==> src/rtl/core/cfpc_pkg.sv <==
// shared types, codes and character constants for the colon frame parity checker
package cfpc_pkg;

  localparam int FRAME_BYTES_DEF = 128;

  localparam logic [7:0] CH_NUL   = 8'h00;
  localparam logic [7:0] CH_TAB   = 8'h09;
  localparam logic [7:0] CH_CR    = 8'h0D;
  localparam logic [7:0] CH_SPACE = 8'h20;
  localparam logic [7:0] CH_PLUS  = 8'h2B;
  localparam logic [7:0] CH_MINUS = 8'h2D;
  localparam logic [7:0] CH_ZERO  = 8'h30;
  localparam logic [7:0] CH_NINE  = 8'h39;
  localparam logic [7:0] CH_COLON = 8'h3A;

  localparam logic [2:0] FLD_ID  = 3'd0;
  localparam logic [2:0] FLD_LEN = 3'd1;
  localparam logic [2:0] FLD_MSG = 3'd2;
  localparam logic [2:0] FLD_PAR = 3'd3;
  localparam logic [2:0] FLD_MAX = 3'd7;

  localparam logic [6:0] MSG_MAX = 7'd127;

  typedef enum logic [2:0] {
    PH_SKIP = 3'b001,
    PH_NUM  = 3'b010,
    PH_STOP = 3'b100
  } phase_t;

  typedef struct packed {
    logic       frame_ok;
    logic [7:0] frame_id;
    logic [7:0] declared_len;
    logic [6:0] message_len;
    logic [7:0] received_parity;
    logic [7:0] computed_parity;
  } result_t;

  function automatic logic [7:0] signed_value(input logic neg, input logic [7:0] val);
    signed_value = neg ? 8'(8'd0 - val) : val;
  endfunction

endpackage

==> src/rtl/core/colon_frame_parity_checker_top.sv <==
// colon frame parity checker: byte-wise frame parser with a two-slot result buffer
//
//   channel | handshake            | payload
//   --------+----------------------+-------------------------------------------------
//   in      | in_valid / in_ready  | data_byte, end_of_frame
//   out     | out_valid / out_ready| frame_ok, frame_id, declared_len, message_len,
//           |                      | received_parity, computed_parity
//
// one byte per cycle while in_ready is high; parser state is updated in the cycle
// of the request, and the request carrying end_of_frame also registers its result
// one skid slot behind the result register takes a result while out is stalled
// in_ready is low only while both result slots are full
// rst is synchronous and clears the parser and both slots
module colon_frame_parity_checker_top #(
  parameter int FRAME_BYTES = cfpc_pkg::FRAME_BYTES_DEF
) (
  input  logic       clk,
  input  logic       rst,
  input  logic       in_valid,
  output logic       in_ready,
  input  logic [7:0] data_byte,
  input  logic       end_of_frame,
  output logic       out_valid,
  input  logic       out_ready,
  output logic       frame_ok,
  output logic [7:0] frame_id,
  output logic [7:0] declared_len,
  output logic [6:0] message_len,
  output logic [7:0] received_parity,
  output logic [7:0] computed_parity
);

  localparam int CNT_W = $clog2(FRAME_BYTES + 1);

  logic [2:0]       field_number, field_number_next;
  cfpc_pkg::phase_t number_phase, number_phase_next;
  logic             number_negative, number_negative_next;
  logic [7:0]       number_value, number_value_next;
  logic [7:0]       id_value, id_value_next;
  logic [7:0]       length_value, length_value_next;
  logic [7:0]       parity_value, parity_value_next;
  logic [7:0]       message_xor, message_xor_next;
  logic [6:0]       message_count, message_count_next;
  logic             string_done, string_done_next;
  logic [CNT_W-1:0] byte_count, byte_count_next;

  cfpc_pkg::result_t res_next, res_main, res_skid;
  logic              skid_valid;
  logic              accept, push, pop;

  assign accept = in_valid && in_ready;
  assign push   = accept && end_of_frame;
  assign pop    = out_valid && out_ready;

  always_comb begin
    logic       is_space;
    logic       is_digit;
    logic       commit;
    logic       bump;
    logic [7:0] v;
    logic [7:0] comp;

    field_number_next    = field_number;
    number_phase_next    = number_phase;
    number_negative_next = number_negative;
    number_value_next    = number_value;
    id_value_next        = id_value;
    length_value_next    = length_value;
    parity_value_next    = parity_value;
    message_xor_next     = message_xor;
    message_count_next   = message_count;
    string_done_next     = string_done;
    byte_count_next      = byte_count;

    is_space = data_byte inside {cfpc_pkg::CH_SPACE, [cfpc_pkg::CH_TAB:cfpc_pkg::CH_CR]};
    is_digit = data_byte inside {[cfpc_pkg::CH_ZERO:cfpc_pkg::CH_NINE]};
    commit   = 1'b0;
    bump     = 1'b0;
    v        = 8'd0;

    // parse the byte
    if (!string_done) begin
      if (data_byte == cfpc_pkg::CH_NUL) begin
        commit           = 1'b1;
        string_done_next = 1'b1;
      end else if (data_byte == cfpc_pkg::CH_COLON) begin
        commit = 1'b1;
        bump   = 1'b1;
      end else if (field_number == cfpc_pkg::FLD_MSG) begin
        message_xor_next = message_xor ^ data_byte;
        if (message_count != cfpc_pkg::MSG_MAX) begin
          message_count_next = message_count + 7'd1;
        end
      end else if (field_number inside {cfpc_pkg::FLD_ID, cfpc_pkg::FLD_LEN,
                                        cfpc_pkg::FLD_PAR}) begin
        case (number_phase)
          cfpc_pkg::PH_SKIP: begin
            if (data_byte == cfpc_pkg::CH_PLUS || data_byte == cfpc_pkg::CH_MINUS) begin
              number_negative_next = (data_byte == cfpc_pkg::CH_MINUS);
              number_phase_next    = cfpc_pkg::PH_NUM;
            end else if (!is_space) begin
              if (is_digit) begin
                number_phase_next = cfpc_pkg::PH_NUM;
                number_value_next = (number_value << 3) + (number_value << 1) +
                                    (data_byte - cfpc_pkg::CH_ZERO);
              end else begin
                number_phase_next = cfpc_pkg::PH_STOP;
              end
            end
          end
          cfpc_pkg::PH_NUM: begin
            if (is_digit) begin
              number_value_next = (number_value << 3) + (number_value << 1) +
                                  (data_byte - cfpc_pkg::CH_ZERO);
            end else begin
              number_phase_next = cfpc_pkg::PH_STOP;
            end
          end
          default: begin
          end
        endcase
      end
      byte_count_next = byte_count + CNT_W'(1);
    end

    // field commit on a separator or the end of the string
    if (commit) begin
      v = cfpc_pkg::signed_value(number_negative, number_value);
      case (field_number)
        cfpc_pkg::FLD_ID:  id_value_next     = v;
        cfpc_pkg::FLD_LEN: length_value_next = v;
        cfpc_pkg::FLD_PAR: parity_value_next = v;
        default: begin
        end
      endcase
      number_phase_next    = cfpc_pkg::PH_SKIP;
      number_negative_next = 1'b0;
      number_value_next    = 8'd0;
    end
    if (bump && field_number != cfpc_pkg::FLD_MAX) begin
      field_number_next = field_number + 3'd1;
    end

    // end of string by byte limit or by end of frame
    if (!string_done_next &&
        (byte_count_next == CNT_W'(FRAME_BYTES) || end_of_frame)) begin
      v = cfpc_pkg::signed_value(number_negative_next, number_value_next);
      case (field_number_next)
        cfpc_pkg::FLD_ID:  id_value_next     = v;
        cfpc_pkg::FLD_LEN: length_value_next = v;
        cfpc_pkg::FLD_PAR: parity_value_next = v;
        default: begin
        end
      endcase
      number_phase_next    = cfpc_pkg::PH_SKIP;
      number_negative_next = 1'b0;
      number_value_next    = 8'd0;
      string_done_next     = 1'b1;
    end

    comp = id_value_next ^ length_value_next ^ message_xor_next;
    res_next.frame_ok        = (parity_value_next == comp) && (message_count_next != 7'd0);
    res_next.frame_id        = id_value_next;
    res_next.declared_len    = length_value_next;
    res_next.message_len     = message_count_next;
    res_next.received_parity = parity_value_next;
    res_next.computed_parity = comp;
  end

  // parser state
  always_ff @(posedge clk) begin
    if (rst || push) begin
      field_number    <= cfpc_pkg::FLD_ID;
      number_phase    <= cfpc_pkg::PH_SKIP;
      number_negative <= 1'b0;
      number_value    <= 8'd0;
      id_value        <= 8'd0;
      length_value    <= 8'd0;
      parity_value    <= 8'd0;
      message_xor     <= 8'd0;
      message_count   <= 7'd0;
      string_done     <= 1'b0;
      byte_count      <= '0;
    end else if (accept) begin
      field_number    <= field_number_next;
      number_phase    <= number_phase_next;
      number_negative <= number_negative_next;
      number_value    <= number_value_next;
      id_value        <= id_value_next;
      length_value    <= length_value_next;
      parity_value    <= parity_value_next;
      message_xor     <= message_xor_next;
      message_count   <= message_count_next;
      string_done     <= string_done_next;
      byte_count      <= byte_count_next;
    end
  end

  // result register and skid slot
  always_ff @(posedge clk) begin
    if (rst) begin
      out_valid  <= 1'b0;
      skid_valid <= 1'b0;
    end else if (skid_valid) begin
      if (pop) begin
        skid_valid <= 1'b0;
      end
    end else if (push) begin
      if (!out_valid || pop) begin
        out_valid <= 1'b1;
      end else begin
        skid_valid <= 1'b1;
      end
    end else if (pop) begin
      out_valid <= 1'b0;
    end
  end

  always_ff @(posedge clk) begin
    if (skid_valid) begin
      if (pop) begin
        res_main <= res_skid;
      end
    end else if (push) begin
      if (!out_valid || pop) begin
        res_main <= res_next;
      end else begin
        res_skid <= res_next;
      end
    end
  end

  assign in_ready        = !skid_valid;
  assign frame_ok        = res_main.frame_ok;
  assign frame_id        = res_main.frame_id;
  assign declared_len    = res_main.declared_len;
  assign message_len     = res_main.message_len;
  assign received_parity = res_main.received_parity;
  assign computed_parity = res_main.computed_parity;

  a_skid_behind_main: assert property (@(posedge clk) disable iff (rst)
    skid_valid |-> out_valid)
    else $error("skid slot full while result register empty");

  a_result_follows_eof: assert property (@(posedge clk) disable iff (rst)
    push |=> out_valid)
    else $error("no result after end of frame request");

  a_clear_after_eof: assert property (@(posedge clk) disable iff (rst)
    push |=> (field_number == cfpc_pkg::FLD_ID) && !string_done && (byte_count == '0))
    else $error("parser not cleared after end of frame");

  a_ok_needs_message: assert property (@(posedge clk) disable iff (rst)
    (out_valid && frame_ok) |-> (message_len != 7'd0) &&
                                (received_parity == computed_parity))
    else $error("frame_ok set without message or parity match");

  a_count_bound: assert property (@(posedge clk) disable iff (rst)
    (byte_count <= CNT_W'(FRAME_BYTES)) && (string_done || byte_count < CNT_W'(FRAME_BYTES)))
    else $error("byte count beyond frame limit");

endmodule
==> config.mk <==
export PLATFORM = sky130hd
export DESIGN_NAME = colon_frame_parity_checker_top
export DESIGN_NICKNAME = d
export VERILOG_FILES = /design/src/rtl/core/cfpc_pkg.sv /design/src/rtl/core/colon_frame_parity_checker_top.sv
export SDC_FILE = /design/constraint.sdc
export NUM_CORES = 1
export LEC_CHECK = 0
export ABC_CLOCK_PERIOD_IN_PS = 4600
export BUFFER_PORTS_ARGS = -buffer_cell sky130_fd_sc_hd__buf_2
export CAP_MARGIN = 15
export CORE_MARGIN = 2
export CORE_UTILIZATION = 55
export DETAILED_ROUTE_END_ITERATION = 8
export GPL_ROUTABILITY_DRIVEN = 0
export PLACE_DENSITY = 0.76
export RECOVER_POWER = 100
export SETUP_SLACK_MARGIN = 0.05
export SYNTH_ARGS = -nofsm -noshare
export SYNTH_HDL_FRONTEND = slang
export SYNTH_SLANG_ARGS = --single-unit
==> constraint.sdc <==
create_clock -name clk -period 4.6 [get_ports clk]
set_input_delay 0.92 -clock clk [delete_from_list [all_inputs] [get_ports clk]]
set_output_delay 0.92 -clock clk [all_outputs]
set_load 0.1 [all_outputs]
# Yosys cells after proc, flatten, opt, wreduce, memory -nomap -nowiden

Cells that the tools add are included.

Register bits after elaboration: 145
Input bits: 13
Output and inout bits: 42
Word-level logic and storage cells: 171

Add/sub/neg operators: 8
$lt $le $gt $ge: 4
Equal/unequal tests: 23
Mux-type cells: 76
Bitwise operators: 5
Reduce and logical (&&, ||, !) cells: 30

Operators by type and width:

| cell                  | count |
|---|---|
| $mux W8               | 29 |
| $mux W40              | 4 |
| $mux W3               | 12 |
| $mux W7               | 5 |
| $eq A8 B6 Y1 const B  | 4 |
| $mux W1               | 24 |
| $xor A8 B8 Y8         | 3 |
| $add A8 B8 Y8         | 2 |
| $pmux W8 S2           | 1 |
| $sub A1 B8 Y8 const A | 2 |
| $eq A3 B2 Y1 const B  | 4 |
| $ne A3 B1 Y1 const B  | 4 |
| $eq A3 B1 Y1 const B  | 3 |
| $reduce_and A3 Y1     | 3 |
| $reduce_and A9 Y1     | 1 |
| $add A8 B1 Y8 const B | 1 |
| $eq A8 B8 Y1          | 1 |
| $eq A8 B8 Y1 const B  | 1 |
| $ge A8 B4 Y1 const B  | 1 |
| $ge A8 B6 Y1 const B  | 1 |
| $le A8 B4 Y1 const B  | 1 |
| $le A8 B6 Y1 const B  | 1 |
| $logic_and A1 B1 Y1   | 8 |
| $logic_not A8 Y1      | 1 |
| other kinds (17)      | 29 |

# Longest topological paths before layout

Gate-level depths: netlist of run 1.

Depth in word-level cells: 23
Depth in mapped cells: 19
Depth with buffers taken out: 17

# Worst setup path before layout of run 1

No wires, ideal clock.

Path type: input to register
Start point: in data_byte[3]
End point: reg res_skid[39] in the netlist's numbering (data pin)
Arrival: 4.718 ns
Required time: 4.431 ns
Path slack: -0.287 ns
Stages: 17
Path buffers: 1
Cells stage by stage: buf_2 inv_1 fa_1 inv_1 ha_1 ha_1 fa_1 nor3_1 mux2_4 o221ai_2 o31ai_4 or4_1 o2111ai_1 o22ai_2 xnor2_1 nor4_2 nor4b_2

RTL lines:

| element                | line                                  | source |
|---|---|---|
| start: declaration     | colon_frame_parity_checker_top.sv:21  | `input logic [7:0] data_byte,` |
| end signal: assignment | colon_frame_parity_checker_top.sv:228 | `res_skid <= res_next;` |
| end: declaration       | colon_frame_parity_checker_top.sv:47  | `cfpc_pkg::result_t res_next, res_main, res_skid;` |

==> impl_results.md, run 1 <==
- Later-pin clock latency in the skew report: ~0.42 ns
- Vias per cell: 5.93
- Detailed Place HPWL: 14300 um
- Warnings, synthesis: 0
- CTS tree: built
- Core Area: roughly 15000 sq um
- Starting Density: 0.555
- Top cells by area, synth: edfxtp_1 29%, dfxtp_1 16%, mux2_2 5.0%, nor2_1 4.4%, xnor2_1 4.3%
- Distinct cells, synth: 85
- Final min period: 4.37 ns
- First-pass GRT wire length: 32600 um
- Synthesized instance count: 854
- Layout cells sized above 1: 0.155
- Worst EP arrival: around 4.6 ns
- Maximum VDD drop: 0.259 mV
- Vias in the first global route: 6425
- Layout Skew: 0.00853 ns
- Post-Synth Simple-Gate Area: 0.183
- Post-Route Utilization: 0.636
- Vias: 6772
- Clock Sinks: between 100 and 150
- CTS buffer count: 17
- Fill count: about 1200
- Syn avg cell area: roughly 9.8 sq um
- Crit path from: data_byte[3]
- Worst Tran Pin Value: around 3.1 ns
- Post-synthesis register bit count: 145
- Rel. slew slack: -1.06
- Diode count: 0
- LEAKAGE: between 3 and 4 nW
- PwrDens: about 330 nW/um^2
- Hold path depth: 2
- Crit. End Element: flop
- Iteration-0 DRC Markers: between 700 and 800
- Setup-failing EPs final: 0
- CP startpoint kind: input pin
- Final worst path period share: 0.949
- Final nets: 980
- Worst hold-check path type: flop to flop
- P&R area growth vs syn: 14.6%
- CTS Root Cell: clkbuf_16
- Wire per inst: 17.9 um
- Largest family of logic cells by synthesized area: simple AND/OR/NAND/NOR gates
- Final hold vios: 0
- H-tree depth: 4
- Syn Nets: 893
- Main synth FF type: edfxtp_1
- Mux share of post-synthesis cell area: 0.0839
- Area after DPL: 9140 sq um
- Grt total ovfl: 0
- Seq/Total Area, Yosys: 0.444
- Outcome: finished with violations
- Initial antenna violation count: 0
- XOR/XNOR Fraction of Synth Area: 0.0879
- EDFF count, synth: 80
- # IOs: 55
- Worst-case clock buffer depth: 2
- Post-synth top area share: 0.288
- Post-synth top cells: 98 x nor2_1, 91 x nand2_1, 80 x edfxtp_1, 65 x dfxtp_1, 44 x a21oi_1
- Fin area: 9550 sq um
- Die area: 16200 sq um
- R2R depth: 16
- CP Max Fanout: 3
- First-pass DRT Iterations: 7
- Hold wc startpoint: id_value[0]
- Failing checks: max-capacitance violations, max-slew violations
- Port bufs: 54
- Core Rows: 45
- Die X: 127 um
- WP data required: slightly below 5 ns
- Gr usage total: 0.254
- Async set-reset flop share out of synthesis: 0
- Post-synth top area cell: edfxtp_1
- Compound-Gate Fraction of Synth Area: 0.123
- Clock-pin slew on the worst setup and hold paths: 0.06 ns
- Fin. max-slew vios: 130
- Antenna viol nets, final: 0
- Routed WL: 20400 um
- Worst setup path class: input pin to flop
- RSZ-0062 raised after global routing: false
- Max_cap viols: 3
- Residual DRC: 0
- Largest net degree at the start of global routing: 64
- Fmax: 229 MHz
- Count leader, synth: nor2_1
- Hold_buf cts: 0
- Final setup TNS: 0 ns
- Reg2Reg Launch Point: number_value[2]
- Adder-cell share of the synthesized area: 0.0435
- Die H: 127 um
- Syn Std Cell Area: roughly 8300 sq um
[registers in the layout, summed over array words and instances (netlist names), 3 cells and up]
signal	count
length_value	8
id_value	8
declared_len	8
frame_id	8
message_count	7
computed_parity	8
message_len	7
res_skid	40
received_parity	8
number_value	8
message_xor	8
byte_count	8
field_number	3
parity_value	8
number_phase	3
[layout by cell type, fill, tap and decap left out, types with 3 or more instances in the layout]
| cell type | instances |
|---|---|
| nand2_1 | 91 |
| nand4b_1 | 5 |
| edfxtp_1 | 80 |
| and3_1 | 6 |
| a211oi_1 | 4 |
| a21o_1 | 7 |
| xor2_1 | 39 |
| ha_1 | 21 |
| clkbuf_8 | 3 |
| clkbuf_1 | 66 |
| nor2_1 | 98 |
| and2_0 | 3 |
| a21oi_1 | 43 |
| inv_1 | 23 |
| clkbuf_16 | 18 |
| nand2b_1 | 4 |
| o21ai_0 | 36 |
| nor3_1 | 37 |
| nor3b_1 | 3 |
| and2_1 | 3 |
| a22o_1 | 5 |
| nor2b_1 | 4 |
| or3_1 | 10 |
| nand3_1 | 14 |
| a22oi_1 | 7 |
| buf_2 | 11 |
| dfxtp_1 | 65 |
| nand4_1 | 8 |
| fa_1 | 4 |
| buf_4 | 38 |
| mux2_2 | 36 |
| mux2i_1 | 25 |
| xnor2_1 | 41 |
| inv_4 | 3 |
| o22ai_1 | 9 |
| a31oi_1 | 8 |
| or4_1 | 3 |
[worst max-delay path, cell delays in order]
cell and delay (ns):
buf_6 0.08, inv_4 0.03, fa_2 0.51, inv_1 0.04, ha_1 0.27, ha_1 0.21
fa_1 0.50, nor3_1 0.05, mux2_4 0.28, o221ai_4 0.21, o31ai_4 0.10, or4_1 0.50
o2111ai_2 0.09, o22ai_2 0.13, xnor2_1 0.17, nor4_2 0.27, nor4b_2 0.24
[where the power goes]
group | internal, mW | switching (mW) | leakage, nW
Combinational | 0.130 | 0.338 | 2.01
Clock | 0.766 | 0.519 | 0.278
Sequential | 1.41 | 0.0221 | 1.28
Total | 2.31 | 0.879 | 3.57
[cell families after synthesis]
family                     Yosys count
and+or+nand+nor                    312
AOI/OAI and AO/OA                  153
DFF                                145
xor gates and xnor gates            82
buffers and inverters               72
muxes                               64
adders and majority gates           26
[per-stage QoR]
step	power, mW	hold slack [ns]	setup slack [ns]	instances
6_report	3.19	0.465	0.235	1142
5_1_grt	3.29	0.487	0.0507	1142
4_1_cts	3.21	0.463	0.281	1141
3_5_place_dp	1.93	0.455	-0.151	1109
3_3_place_gp	1.92	0.452	-0.0878	1109
2_1_floorplan	1.82	0.432	0.0250	854
[worst paths after layout]
| check | endpoint | slack [ns] |
|---|---|---|
| max | res_skid[39] | 0.23 |
| min | id_value[0] | 0.46 |
| max reg2reg | res_skid[39] | 0.30 |
| min reg2reg | id_value[0] | 0.46 |
[cell type report]
cell class | count | area (sq um) | area share
Sequential cell | 145 | 3700 | 0.388
Clock inverter | 7 | 48.8 | 0.00511
Inverter | 26 | 100 | 0.0105
Multi-Input combinational cell | 637 | 4360 | 0.457
Timing Repair Buffer | 114 | 597 | 0.0625
Clock buffer | 25 | 507 | 0.0530
Tap cell | 188 | 235 | 0.0246
[per-layer routing]
| layer | global-route usage | vias up | routed length, um |
|---|---|---|---|
| li1 | - | 3226 | - |
| met4 | 0.0892 | 0 | 427 |
| met3 | 0.0490 | 40 | 1340 |
| met1 | 0.346 | 3223 | 8990 |
| met2 | 0.410 | 283 | 9640 |
| met5 | 0 | - | 0 |
[repair_timing]
| action | in CTS | in global routing |
|---|---|---|
| buffers inserted | 0 | 1 |
| resized for setup | 0 | 7 |
| setup endpoints to repair | 0 | 1 |
| endpoints found under the hold margin | 0 | 0 |
No activity file was read; power rests on OpenSTA's default activity.
==> run 2, diff against run 1 <==
--- a/config.mk
+++ b/config.mk
@@ -5,14 +5,14 @@
 export SDC_FILE = /design/constraint.sdc
 export NUM_CORES = 1
 export LEC_CHECK = 0
-export ABC_CLOCK_PERIOD_IN_PS = 4600
+export ABC_CLOCK_PERIOD_IN_PS = 5560
 export BUFFER_PORTS_ARGS = -buffer_cell sky130_fd_sc_hd__buf_2
 export CAP_MARGIN = 15
 export CORE_MARGIN = 2
 export CORE_UTILIZATION = 55
 export DETAILED_ROUTE_END_ITERATION = 8
 export GPL_ROUTABILITY_DRIVEN = 0
-export PLACE_DENSITY = 0.76
+export PLACE_DENSITY = 0.73
 export RECOVER_POWER = 100
 export SETUP_SLACK_MARGIN = 0.05
 export SYNTH_ARGS = -nofsm -noshare
==> constraint.sdc (replaced) <==
create_clock -name clk -period 5.56 [get_ports clk]
set_input_delay 1.112 -clock clk [delete_from_list [all_inputs] [get_ports clk]]
set_output_delay 1.112 -clock clk [all_outputs]
set_load 0.1 [all_outputs]
==> run 2 against run 1 <==
The flow still finishes with violations (max-capacitance violations, max-slew violations); hold slack got worse by 0.0034 ns; flip-flop and latch count unchanged; sequential share of layout area increased by 1.3 points; clock-buffer cell count decreased by 6; utilization decreased by 2.1 points; clock skew about the same; largest power group unchanged.
==> impl_results.md, run 2 (same netlist as run 1, synthesis figures left out) <==
- P&R area growth vs syn: 10.7%
- Later-pin clock latency in the skew report: 0.42 ns
- Die X: 127 um
- Die area: around 16000 sq um
- Wire per inst: 18.1 um
- CP Max Fanout: 5
- Core Rows: 45
- Worst-case clock buffer depth: 2
- Iteration-0 DRC Markers: between 600 and 700
- Routed WL: 19900 um
- Starting Density: 0.555
- Layout cells sized above 1: 0.112
- Antenna viol nets, final: 0
- Sequential cell area: 3700 sq um
- Fill count: 1260
- Commonest non-fill, non-tap cell in the layout: nor2_1
- Diode count: 0
- First-pass GRT wire length: 32000 um
- Grt total ovfl: 0
- Core Area: ~15000 sq um
- WP data required: 5.82 ns
- Failing checks: max-capacitance violations, max-slew violations
- Layout Skew: 0.00818 ns
- Vias per cell: 5.95
- Most frequent cells in the layout: 98 x nor2_1, 91 x nand2_1, 80 x edfxtp_1
- CP startpoint kind: input pin
- Worst Tran Pin Value: between 3 and 4 ns
- Crit path from: data_byte[3]
- Postcts setup bufs: 0
- Detailed Place HPWL: 13700 um
- Gr usage total: 0.253
- Final hold vios: 0
- Outcome: finished with violations
- Initial antenna violation count: 0
- Final min period: between 4 and 5 ns
- Crit. End Element: flop
- CTS buffer count: 17
- Setup ws final: roughly 0.56 ns
- Critical Path, Cell by Cell: clkbuf_1, inv_1, fa_1, inv_1, ha_1, ha_1, fa_1, nor3_1, mux2_1, o221ai_2, o31ai_4, xor2_1, mux2i_1, xor2_1, xnor2_1, nor4_2, nor4b_2
- Largest net degree at the start of global routing: 64
- Residual DRC: 0
- RSZ-0062 raised after global routing: false
- Slowest stage delay, CP: 0.54 ns
- Final setup TNS: 0 ns
- Die H: 127 um
- Top reg by flops: res_skid
- Reg2Reg Launch Point: number_value[0]
- Final worst path period share: 0.898
- PwrDens: 292 nW/um^2
- Vias in the first global route: 6119
- H-tree depth: 4
- CTS tree: built
- Max_cap viols: 5
- Rel. slew slack: -1.04
- # IOs: between 50 and 60
- Worst slack, placed: roughly 0.26 ns
- R2R setup slack: between 0.6 and 0.7 ns
- Fmax: 200 MHz
- Worst hold-check path type: flop to flop
- Post-Route Utilization: 0.614
- Port bufs: 54
- Multi-input gate area: 4310 sq um
- Worst setup path class: input pin to flop
- Fin. max-slew vios: roughly 220
- Cts repair resizes: 0
- First-pass DRT Iterations: 5
- Maximum VDD drop: 0.189 mV
- Worst EP arrival: 5.25 ns
- Final nets: roughly 930
- Worst hold margin: approximately 0.46 ns
- LEAKAGE: about 3.4 nW
- Slowest library cell on the worst path: fa_1
- Hold_buf cts: 0
- Largest register FFs: 40
- Setup-failing EPs final: 0
- Hold wc startpoint: parity_value[0]
- CP Buf/Inv Count: 3
- Vias: 6513
- Crit-path leading delay family: adder cells
- CTS Root Cell: clkbuf_16
- Pwr Total: between 2 and 3 mW
- Clock-pin slew on the worst setup and hold paths: 0.06 ns
- Clock Sinks: 145
## run 2: changes by cell type in the layout (fill, tap and decap cells not counted), moves of 3 or more
cell,change
bufinv_16,+3
clkbuf_1,-14
buf_4,-30
clkinvlp_4,+3
clkbuf_8,-3
inv_4,-3
## run 2: per-layer routing
metal,track usage,routed length [um],vias up
li1,-,-,3146
met1,0.350,9130,3116
met2,0.396,9080,213
met3,0.0536,1220,38
met4,0.0911,422,0
met5,0,0,-
## run 2: area by class of cell
| cell class | count | share of cell area |
|---|---|---|
| clock buffer | 19 | 0.0469 |
| inverter | 26 | 0.0106 |
| sequential | 145 | 0.401 |
| clock inverter | 13 | 0.0175 |
| multi-input combinational | 637 | 0.467 |
| timing repair buffer | 67 | 0.0317 |
| tap | 188 | 0.0255 |
## run 2: path summary, 6_finish.rpt
kind,end,depth (start not counted)
hold reg to reg,parity_value[0],2
hold / removal,parity_value[0],2
setup reg to reg,res_skid[39],16
setup / recovery,res_skid[39],17
## run 2: worst register-to-register path, stage by stage (launching register included)
cell,delay [ns]
dfxtp_1,0.56
inv_1,0.25
fa_1,0.55
inv_1,0.04
ha_1,0.28
ha_1,0.23
fa_1,0.48
nor3_1,0.19
mux2_1,0.19
o221ai_2,0.14
o31ai_4,0.35
xor2_1,0.33
mux2i_1,0.22
xor2_1,0.21
xnor2_1,0.18
nor4_2,0.32
nor4b_2,0.23
## run 2: stage by stage
step | instance area [sq um] | instances
3_5_place_dp | 8760 | 1063
4_1_cts | 9360 | 1095
6_report | 9240 | 1095
5_1_grt | 9240 | 1095
3_3_place_gp | 8760 | 1063
2_1_floorplan | 8340 | 854
## run 2: report_power, final
part / internal [mW] / switching, mW / total [mW] / leakage [nW]
Sequential: 1.17 / 0.0164 / 1.19 / 1.28
Combinational: 0.0923 / 0.271 / 0.364 / 1.81
Clock: 0.705 / 0.447 / 1.15 / 0.281
Total: 1.97 / 0.734 / 2.70 / 3.38
